--- config.mk ---
export PLATFORM = sky130hd
export DESIGN_NAME = overlay_command_framer_flat
export DESIGN_NICKNAME = d
export VERILOG_FILES = /design/src/design/ocf_pkg.sv /design/src/design/ocf_if.sv /design/src/design/ocf_payload_store.sv /design/src/design/overlay_command_framer.sv /design/src/flat_wrapper.sv
export SDC_FILE = /design/constraint.sdc
export NUM_CORES = 1
export LEC_CHECK = 0
export BUFFER_PORTS_ARGS = -buffer_cell sky130_fd_sc_hd__buf_2
export CAP_MARGIN = 0
export CORE_UTILIZATION = 63
export DETAILED_ROUTE_END_ITERATION = 10
export PLACE_DENSITY_LB_ADDON = 0.2
export SLEW_MARGIN = 20
export SYNTH_ARGS = -nofsm -noshare
export SYNTH_HDL_FRONTEND = slang
export SYNTH_SLANG_ARGS = --single-unit
--- constraint.sdc ---
create_clock -name clk -period 5.5 [get_ports clk]
set_clock_uncertainty 0.2 [all_clocks]
set_input_delay 0.275 -clock clk [delete_from_list [all_inputs] [get_ports clk]]
set_output_delay 0.275 -clock clk [all_outputs]
set_load 0.02 [all_outputs]
--- src/design/ocf_pkg.sv ---
// Shared types, constants and frame layout of the overlay command framer.
package ocf_pkg;

	localparam logic [1:0] OP_SWITCH = 2'd0;
	localparam logic [1:0] OP_MILE   = 2'd1;
	localparam logic [1:0] OP_COORD  = 2'd2;

	localparam logic [4:0] MILE_LEN   = 5'd11;
	localparam logic [4:0] COORD_LEN  = 5'd22;
	localparam logic [4:0] MILE_DOT_POS = 5'd4;
	localparam logic [4:0] FIELD_LEN  = 5'd11;
	localparam logic [4:0] DEG_POS    = 5'd3;
	localparam logic [4:0] MIN_POS    = 5'd6;
	localparam logic [4:0] SEC_POS    = 5'd9;
	localparam logic [4:0] COORD_FRAME_LEN = 5'd27;

	localparam logic [7:0] HDR_BYTE   = 8'h05;
	localparam logic [7:0] TERM_BYTE  = 8'h17;
	localparam logic [7:0] ON_BYTE    = 8'hAA;
	localparam logic [7:0] OFF_BYTE   = 8'h00;
	localparam logic [7:0] DEG_BYTE   = 8'hA7;
	localparam logic [7:0] APOS_BYTE  = 8'h27;
	localparam logic [7:0] QUOTE_BYTE = 8'h22;
	localparam logic [7:0] DOT_BYTE   = 8'h2E;
	localparam logic [7:0] SPACE_BYTE = 8'h20;
	localparam logic [7:0] K_BYTE     = 8'h4B;
	localparam logic [7:0] M_BYTE     = 8'h6D;
	localparam logic [7:0] SLASH_BYTE = 8'h2F;
	localparam logic [7:0] H_BYTE     = 8'h68;
	localparam logic [7:0] ZERO_CHAR  = 8'h30;
	localparam logic [7:0] MILE_ID    = 8'h01;
	localparam logic [7:0] COORD_ID   = 8'h02;
	localparam logic [7:0] INDEX_OFS  = 8'h02;

	typedef enum logic [1:0] {
		ST_IDLE,
		ST_FETCH,
		ST_PUT
	} fsm_t;

	typedef enum logic [1:0] {
		FRM_SWITCH,
		FRM_MILE,
		FRM_COORD,
		FRM_ERROR
	} frame_t;

	typedef enum logic [2:0] {
		SRC_CONST,
		SRC_STORE,
		SRC_SUM,
		SRC_INDEX,
		SRC_FLAG
	} src_t;

	typedef struct packed {
		src_t       src;
		logic [7:0] value;
		logic [4:0] addr;
		logic       body;
		logic       last;
		logic       err;
	} slot_t;

	typedef struct packed {
		logic done;
		logic ok;
		logic coord;
	} intake_t;

	function automatic logic [7:0] to_ascii(logic [7:0] v);
		return (v <= 8'd9) ? v + ZERO_CHAR : v;
	endfunction

	function automatic slot_t frame_slot(frame_t f, logic [4:0] pos);
		slot_t s;
		s.src   = SRC_CONST;
		s.value = OFF_BYTE;
		s.addr  = '0;
		s.body  = 1'b1;
		s.last  = 1'b0;
		s.err   = 1'b0;
		unique case (f)
			FRM_SWITCH: begin
				unique case (pos)
					5'd0: begin
						s.value = HDR_BYTE;
						s.body  = 1'b0;
					end
					5'd1: s.src = SRC_INDEX;
					5'd2: s.src = SRC_FLAG;
					5'd3: begin
						s.src  = SRC_SUM;
						s.body = 1'b0;
					end
					default: begin
						s.value = TERM_BYTE;
						s.body  = 1'b0;
						s.last  = 1'b1;
					end
				endcase
			end
			FRM_MILE: begin
				priority if (pos == 5'd0) begin
					s.value = HDR_BYTE;
					s.body  = 1'b0;
				end else if (pos == 5'd1) begin
					s.value = MILE_ID;
				end else if (pos <= 5'd9) begin
					s.src  = SRC_STORE;
					s.addr = pos - 5'd2;
				end else if (pos >= 5'd13 && pos <= 5'd15) begin
					s.src  = SRC_STORE;
					s.addr = pos - 5'd5;
				end else if (pos == 5'd20) begin
					s.src  = SRC_SUM;
					s.body = 1'b0;
				end else if (pos >= 5'd21) begin
					s.value = TERM_BYTE;
					s.body  = 1'b0;
					s.last  = 1'b1;
				end else begin
					unique case (pos)
						5'd10, 5'd16: s.value = K_BYTE;
						5'd11, 5'd17: s.value = M_BYTE;
						5'd12:        s.value = SPACE_BYTE;
						5'd18:        s.value = SLASH_BYTE;
						default:      s.value = H_BYTE;
					endcase
				end
			end
			FRM_COORD: begin
				priority if (pos == 5'd0) begin
					s.value = HDR_BYTE;
					s.body  = 1'b0;
				end else if (pos == 5'd1) begin
					s.value = COORD_ID;
				end else if (pos <= 5'd12) begin
					s.src  = SRC_STORE;
					s.addr = pos - 5'd2;
				end else if (pos == 5'd13) begin
					s.value = SPACE_BYTE;
				end else if (pos <= 5'd24) begin
					s.src  = SRC_STORE;
					s.addr = pos - 5'd3;
				end else if (pos == 5'd25) begin
					s.src  = SRC_SUM;
					s.body = 1'b0;
				end else begin
					s.value = TERM_BYTE;
					s.body  = 1'b0;
					s.last  = 1'b1;
				end
			end
			default: begin
				s.body = 1'b0;
				s.last = 1'b1;
				s.err  = 1'b1;
			end
		endcase
		return s;
	endfunction

endpackage

--- src/design/ocf_if.sv ---
// Request channels of the overlay command framer: commands in, frame bytes out.
interface ocf_cmd_if;
	logic       valid;
	logic       ready;
	logic [1:0] opcode;
	logic [7:0] data_byte;
	logic [7:0] entry_index;
	logic       switch_on;

	modport source (output valid, opcode, data_byte, entry_index, switch_on, input ready);
	modport sink (input valid, opcode, data_byte, entry_index, switch_on, output ready);
endinterface

interface ocf_frame_if;
	logic       valid;
	logic       ready;
	logic [7:0] out_byte;
	logic       frame_last;
	logic       format_error;

	modport source (output valid, out_byte, frame_last, format_error, input ready);
	modport sink (input valid, out_byte, frame_last, format_error, output ready);
endinterface

--- src/design/ocf_payload_store.sv ---
// Payload store with byte count, message kind and separator checks.
module ocf_payload_store import ocf_pkg::*; (
	input  logic       clk,
	input  logic       arst_n,
	input  logic       wr_en,
	input  logic [1:0] wr_op,
	input  logic [7:0] wr_data,
	input  logic [4:0] rd_addr,
	output logic [7:0] rd_data,
	output intake_t    status
);

	logic [7:0] mem [COORD_LEN];
	logic [7:0] rd_data_q;
	logic [4:0] count_q;
	logic [1:0] kind_q;
	logic       ok_q;

	logic [4:0] need;
	logic       fresh;
	logic [4:0] wa;
	logic [4:0] cnt_new;
	logic       ok_prev;
	logic       sep_ok;
	logic       coord;

	always_comb begin
		coord   = (wr_op == OP_COORD);
		need    = coord ? COORD_LEN : MILE_LEN;
		fresh   = (kind_q != wr_op) || (count_q >= need);
		wa      = fresh ? 5'd0 : count_q;
		ok_prev = fresh ? 1'b1 : ok_q;
		cnt_new = wa + 5'd1;
		sep_ok  = 1'b1;
		if (coord) begin
			priority if (wa == DEG_POS || wa == DEG_POS + FIELD_LEN) begin
				sep_ok = (wr_data == DEG_BYTE);
			end else if (wa == MIN_POS || wa == MIN_POS + FIELD_LEN) begin
				sep_ok = (wr_data == APOS_BYTE);
			end else if (wa == SEC_POS || wa == SEC_POS + FIELD_LEN) begin
				sep_ok = (wr_data == QUOTE_BYTE);
			end else begin
				sep_ok = 1'b1;
			end
		end else if (wa == MILE_DOT_POS) begin
			sep_ok = (wr_data == DOT_BYTE);
		end
		status.done  = (cnt_new == need);
		status.ok    = ok_prev && sep_ok;
		status.coord = coord;
	end

	always_ff @(posedge clk or negedge arst_n) begin
		if (!arst_n) begin
			count_q <= '0;
			kind_q  <= OP_SWITCH;
			ok_q    <= 1'b1;
		end else if (wr_en) begin
			count_q <= status.done ? 5'd0 : cnt_new;
			kind_q  <= wr_op;
			ok_q    <= status.done ? 1'b1 : status.ok;
		end
	end

	always_ff @(posedge clk) begin
		if (wr_en) begin
			mem[wa] <= wr_data;
		end
	end

	always_ff @(posedge clk) begin
		rd_data_q <= mem[rd_addr];
	end

	assign rd_data = rd_data_q;

endmodule

--- src/design/overlay_command_framer.sv ---
// Top level of the overlay command framer: intake, frame sequencer, output register.
//
// cmd channel takes one request per cycle while the sequencer is idle. A switch
// request (opcode 0) starts a five-byte frame at once. Payload requests
// (opcodes 1 and 2) are written to the payload store; the eleventh mileage byte
// or the twenty-second coordinate byte starts the frame, or a single error
// byte when a separator is wrong. Opcode 3 is taken and ignored.
// frame channel delivers one byte per request, frame_last on the terminator.
// After the starting request each byte passes through ST_FETCH (store read),
// then ST_PUT (output load); the next byte is fetched only after the last one
// is loaded. The registered read of the payload store sets that pace.
// cmd.ready is low while a frame is being built. When the receiver stalls the
// output register holds its byte and the sequencer waits; payload requests are
// still taken once the last byte of a frame sits in the output register.
// Reset clears count, message kind, sequencer and output valid; store
// contents are not cleared and need no clearing pass.
module overlay_command_framer import ocf_pkg::*; (
	input logic         clk,
	input logic         arst_n,
	ocf_cmd_if.sink     cmd,
	ocf_frame_if.source frame
);

	fsm_t       state_q, state_d;
	frame_t     frame_q;
	logic [4:0] pos_q;
	logic [7:0] idx_q;
	logic       on_q;
	logic [7:0] sum_q;
	logic       ovalid_q;
	logic [7:0] obyte_q;
	logic       olast_q;
	logic       oerr_q;

	logic       accept;
	logic       payload;
	logic       start;
	logic       slot_free;
	logic       load;
	logic       ready_c;
	logic [7:0] rd_data;
	logic [7:0] byte_c;
	intake_t    status;
	slot_t      slot;

	assign accept  = cmd.valid && ready_c;
	assign payload = (cmd.opcode == OP_MILE) || (cmd.opcode == OP_COORD);
	assign start   = (cmd.opcode == OP_SWITCH) || (payload && status.done);
	assign slot    = frame_slot(frame_q, pos_q);

	ocf_payload_store u_store (
		.clk     (clk),
		.arst_n  (arst_n),
		.wr_en   (accept && payload),
		.wr_op   (cmd.opcode),
		.wr_data (cmd.data_byte),
		.rd_addr (slot.addr),
		.rd_data (rd_data),
		.status  (status)
	);

	always_comb begin
		state_d = state_q;
		unique case (state_q)
			ST_IDLE:  if (accept && start) state_d = ST_FETCH;
			ST_FETCH: state_d = ST_PUT;
			ST_PUT:   if (slot_free) state_d = slot.last ? ST_IDLE : ST_FETCH;
			default:  state_d = ST_IDLE;
		endcase
	end

	always_comb begin
		ready_c   = (state_q == ST_IDLE);
		slot_free = !ovalid_q || frame.ready;
		load      = (state_q == ST_PUT) && slot_free;
		unique case (slot.src)
			SRC_STORE: byte_c = to_ascii(rd_data);
			SRC_SUM:   byte_c = sum_q;
			SRC_INDEX: byte_c = idx_q + INDEX_OFS;
			SRC_FLAG:  byte_c = on_q ? ON_BYTE : OFF_BYTE;
			default:   byte_c = slot.value;
		endcase
	end

	always_ff @(posedge clk or negedge arst_n) begin
		if (!arst_n) begin
			state_q  <= ST_IDLE;
			ovalid_q <= 1'b0;
		end else begin
			state_q <= state_d;
			if (load) begin
				ovalid_q <= 1'b1;
			end else if (frame.ready) begin
				ovalid_q <= 1'b0;
			end
		end
	end

	always_ff @(posedge clk) begin
		if (accept && start) begin
			pos_q <= '0;
			sum_q <= '0;
			if (cmd.opcode == OP_SWITCH) begin
				frame_q <= FRM_SWITCH;
				idx_q   <= cmd.entry_index;
				on_q    <= cmd.switch_on;
			end else if (!status.ok) begin
				frame_q <= FRM_ERROR;
			end else begin
				frame_q <= status.coord ? FRM_COORD : FRM_MILE;
			end
		end else if (load) begin
			pos_q <= pos_q + 5'd1;
			if (slot.body) begin
				sum_q <= sum_q + byte_c;
			end
		end
		if (load) begin
			obyte_q <= byte_c;
			olast_q <= slot.last;
			oerr_q  <= slot.err;
		end
	end

	assign cmd.ready          = ready_c;
	assign frame.valid        = ovalid_q;
	assign frame.out_byte     = obyte_q;
	assign frame.frame_last   = olast_q;
	assign frame.format_error = oerr_q;

`ifndef SYNTH
	a_err_is_last: assert property (@(posedge clk) disable iff (!arst_n)
		ovalid_q && oerr_q |-> olast_q && obyte_q == OFF_BYTE)
		else $error("error result without frame_last");

	a_switch_starts: assert property (@(posedge clk) disable iff (!arst_n)
		cmd.valid && cmd.ready && cmd.opcode == OP_SWITCH
		|=> state_q == ST_FETCH && frame_q == FRM_SWITCH)
		else $error("switch request did not start a frame");

	a_pos_range: assert property (@(posedge clk) disable iff (!arst_n)
		state_q != ST_IDLE |-> pos_q < COORD_FRAME_LEN)
		else $error("frame position out of range");
`endif

endmodule
--- src/flat_wrapper.sv ---
// flat-port wrapper written by rule: the top's interface ports become plain ports
module overlay_command_framer_flat import ocf_pkg::*;
  (clk, arst_n, cmd_valid, cmd_opcode, cmd_data_byte, cmd_entry_index, cmd_switch_on, cmd_ready, frame_valid, frame_out_byte, frame_frame_last, frame_format_error, frame_ready);
  ocf_cmd_if cmd_i ();
  ocf_frame_if frame_i ();
  input logic clk;
  input logic arst_n;
  input wire logic [$bits(cmd_i.valid)-1:0] cmd_valid;
  input wire logic [$bits(cmd_i.opcode)-1:0] cmd_opcode;
  input wire logic [$bits(cmd_i.data_byte)-1:0] cmd_data_byte;
  input wire logic [$bits(cmd_i.entry_index)-1:0] cmd_entry_index;
  input wire logic [$bits(cmd_i.switch_on)-1:0] cmd_switch_on;
  output wire logic [$bits(cmd_i.ready)-1:0] cmd_ready;
  output wire logic [$bits(frame_i.valid)-1:0] frame_valid;
  output wire logic [$bits(frame_i.out_byte)-1:0] frame_out_byte;
  output wire logic [$bits(frame_i.frame_last)-1:0] frame_frame_last;
  output wire logic [$bits(frame_i.format_error)-1:0] frame_format_error;
  input wire logic [$bits(frame_i.ready)-1:0] frame_ready;
  assign cmd_i.valid = cmd_valid;
  assign cmd_i.opcode = cmd_opcode;
  assign cmd_i.data_byte = cmd_data_byte;
  assign cmd_i.entry_index = cmd_entry_index;
  assign cmd_i.switch_on = cmd_switch_on;
  assign cmd_ready = cmd_i.ready;
  assign frame_valid = frame_i.valid;
  assign frame_out_byte = frame_i.out_byte;
  assign frame_frame_last = frame_i.frame_last;
  assign frame_format_error = frame_i.format_error;
  assign frame_i.ready = frame_ready;
  overlay_command_framer u_core (.clk(clk), .arst_n(arst_n), .cmd(cmd_i), .frame(frame_i));
endmodule
==> impl_metrics.json <==
{
  "post_cts_buffers": 0,
  "setup_tns_ns": 0,
  "drc_errors": 0,
  "cpPeakStageDelay_ns": 0.54,
  "synth_area_per_cell_um2": 11.7,
  "path_class": "reg2reg",
  "cp-end-kind": "flip-flop",
  "min_path_cells": 1,
  "numPortBuffers": 34,
  "wl_per_cell_um": 22.6,
  "drv_slew": 0,
  "htree_num_levels": 1,
  "ir_drop_mv": 0.320,
  "p_per_area_nw_per_um2": 470,
  "grt_pass1_vias": 7980,
  "path_cells": "inv_1 -> ha_1 -> a21o_1 -> a221o_1 -> a222oi_1 -> o21ai_2 -> buf_4 -> and4b_1 -> a21oi_1 -> a31oi_1 -> ha_1 -> a21o_1 -> a21oi_1 -> o21bai_1 -> a21oi_1 -> o211ai_1 -> mux2i_1 -> mux2i_1",
  "clkSinkCount": 229,
  "leakagePower_nw": 4.61,
  "grt_max_degree": 41,
  "io-pin-count": 35,
  "wirelength_um": 28400,
  "power.total_mw": 5.96,
  "root_buffer": "clkbuf_16",
  "layout.cells.non_filler": 1256,
  "synthFlopType": "edfxtp_1",
  "yosys_warnings": 0,
  "ant_nets": 0,
  "fin_area_um2": 12700,
  "ctsLongestPathBuffers": 3,
  "worstMarginPinSlew_ns": 0.878,
  "hp-class": "in2reg",
  "setup_viol": 0,
  "track_usage_pct": 31.3,
  "start_util_pct": 65.0,
  "placed_area_um2": 11700,
  "cp_slowest_cell": "dfxtp_1",
  "synth_edf_count": 197,
  "final_util_pct": 72.6,
  "die_width_um": 136,
  "worstPathMaxFanout": 16,
  "hold_slack_ns": 0.0434,
  "fp.coreArea_um2": 17500,
  "ys_ff_latch": 229,
  "vias": 8320,
  "most-common-layout-cells": "197 x edfxtp_1, 131 x nor2_1, 64 x nand2_1, 47 x a21oi_1, 39 x o21ai_0",
  "layout_commonest_cell": "edfxtp_1",
  "synth_cell_types": 83,
  "cts_tree": "built",
  "async_reset_ff_share_pct": 4.80,
  "seq_area_frac_synth_pct": 58.2,
  "synthesis.nets": 1032,
  "grt_overflow": 0,
  "placed_cells": 1199,
  "outcome": "finished clean",
  "finalWorstSetupSlack_ns": 0.598,
  "drt_iter0_drc": 916,
  "rr_worst_depth": 18,
  "fmax_mhz": 204,
  "numCtsBuffers": 24,
  "cp_common_cell": "a21oi_1",
  "final_hold_viol_count": 0,
  "relSlewSlack_pct": 39.9,
  "dieHeight_um": 136,
  "cts_resized": 0,
  "timing.max_cap.violations": 0,
  "synth_cells": 973,
  "start_kind": "flip-flop",
  "grt_pass1_wl_um": 44000,
  "synthesis.area_um2": 11400,
  "nNetsFinal": 1073,
  "routed_via_density": 6.62,
  "diodes": 0,
  "drt_pass1_iterations": 5,
  "drive_above_1_share_pct": 11.8,
  "min_period_ns": 4.90,
  "area_growth_pct": 11.7,
  "rsz0062_at_grt": "false",
  "finalWeightedCongestion": 0.938,
  "fin_crit_sh_pct": 89.1,
  "rows": 48,
  "die_area_um2": 18600,
  "arrival_ns": 5.14,
  "pre_cts_slack_ns": 0.642,
  "clk_pin_slew_ns": 0.06,
  "holdBufCountCts": 14,
  "dp_hpwl_um": 18700,
  "antenna_found_initial": 0,
  "clock_latency_ns": 0.52,
  "required_ns": 5.73
}
-- per-layer routing --
metal	track usage [%]	up-vias	part of all wire, %
met1	43.1	4006	41
met2	49.7	442	47
met3	6.00	71	9.3
met5	0	-	0
met4	11.2	0	2.9
li1	-	3801	-
-- synth_stat cells (all sizes together) (4+ instances only) --
master / number / share of area, %
nor2: 132 / 4.4
a221o: 8 / 0.71
o31ai: 7 / 0.46
ha: 35 / 3.9
o221ai: 9 / 0.69
buf: 25 / 1.4
mux2i: 31 / 2.7
a31oi: 10 / 0.55
dfrtp: 10 / 2.2
nand4: 7 / 0.39
o21ai: 46 / 2.1
a21oi: 48 / 2.1
nor3: 23 / 1.1
a221oi: 7 / 0.54
a21o: 13 / 0.86
o211ai: 11 / 0.77
o2111ai: 5 / 0.39
nor2b: 9 / 0.50
o2111a: 5 / 0.50
a211oi: 12 / 0.79
o32ai: 5 / 0.39
nand2: 64 / 2.1
and3: 7 / 0.39
xor2: 6 / 0.46
o41ai: 7 / 1.0
and2: 4 / 0.22
o211a: 6 / 0.53
xnor2: 17 / 1.3
nand2b: 9 / 0.50
or2: 6 / 0.33
clkbuf: 29 / 0.96
or3: 26 / 1.5
nand3: 18 / 0.79
inv: 25 / 0.83
nand3b: 5 / 0.33
o22ai: 10 / 0.55
edfxtp: 197 / 52
mux2: 7 / 0.69
dfxtp: 21 / 3.7
-- report_power, final --
part	switching (mW)	internal (mW)	total, mW
Combinational	1.35	0.734	2.08
Clock	0.645	1.05	1.69
Sequential	0.127	2.05	2.18
Total	2.12	3.84	5.96
-- worst max-delay path: cells and delay by family, from the launching register on --
kind,cells,cell delay [ns]
buffers and inverters,2,0.43
AND/OR/NAND/NOR,1,0.32
adder cells (fa/ha/maj),2,0.58
AO/OA/AOI/OAI,11,2.39
flip-flops,1,0.54
multiplexers,2,0.38
-- final timing paths --
check | slack, ns | end | startpoint
hold reg to reg | 0.31 | u_core.u_store.kind_q[1]$_DFFE_PN0P_ | u_core.u_store.kind_q[1]$_DFFE_PN0P_
hold / removal | 0.04 | u_core.u_store.mem[3][4]$_DFFE_PP_ | cmd_data_byte[4]
min in group asynchronous | 0.05 | u_core.u_store.ok_q$_DFFE_PN1P_ | arst_n
setup / recovery | 0.60 | u_core.sum_q[7]$_SDFFE_PP0P_ | u_core.pos_q[1]$_SDFFE_PP0P_
max in group asynchronous | 4.17 | u_core.u_store.count_q[4]$_DFFE_PN0P_ | arst_n
setup reg to reg | 0.60 | u_core.sum_q[7]$_SDFFE_PP0P_ | u_core.pos_q[1]$_SDFFE_PP0P_
-- registers in the layout, summed over array words and instances, names as in the netlist --
signal                     count
u_core.u_store.mem           176
u_core.frame.out_byte          8
u_core.idx_q                   8
u_core.sum_q                   8
u_core.u_store.rd_data         8
u_core.pos_q                   5
u_core.u_store.count_q         5
u_core.frame_q                 2
u_core.state_q                 2
u_core.u_store.kind_q          2
u_core.frame.format_error      1
u_core.frame.frame_last        1
u_core.frame.valid             1
u_core.on_q                    1
u_core.u_store.ok_q            1
-- layout make-up --
| class | instances | area (um^2) |
|---|---|---|
| Tap cell | 225 | 282 |
| Timing Repair Buffer | 69 | 468 |
| Clock inverter | 10 | 161 |
| Fill cell | 1187 | 4790 |
| Multi-Input combinational cell | 664 | 4390 |
| Clock buffer | 33 | 676 |
| Sequential cell | 229 | 6610 |
| Inverter | 26 | 97.6 |
-- logic make-up (layout without fill, tap and decap cells) --
kind of cell,Yosys count,count (layout),share of synthesized area (%)
AO/OA/AOI/OAI,246,246,15.9
multiplexers,38,38,3.43
buffers and inverters,80,138,3.17
adder cells (fa/ha/maj),36,36,4.03
AND/OR/NAND/NOR,321,321,13.5
XOR/XNOR,23,23,1.77
flip-flops,229,229,58.2
Power figures use the tool's default switching activity.
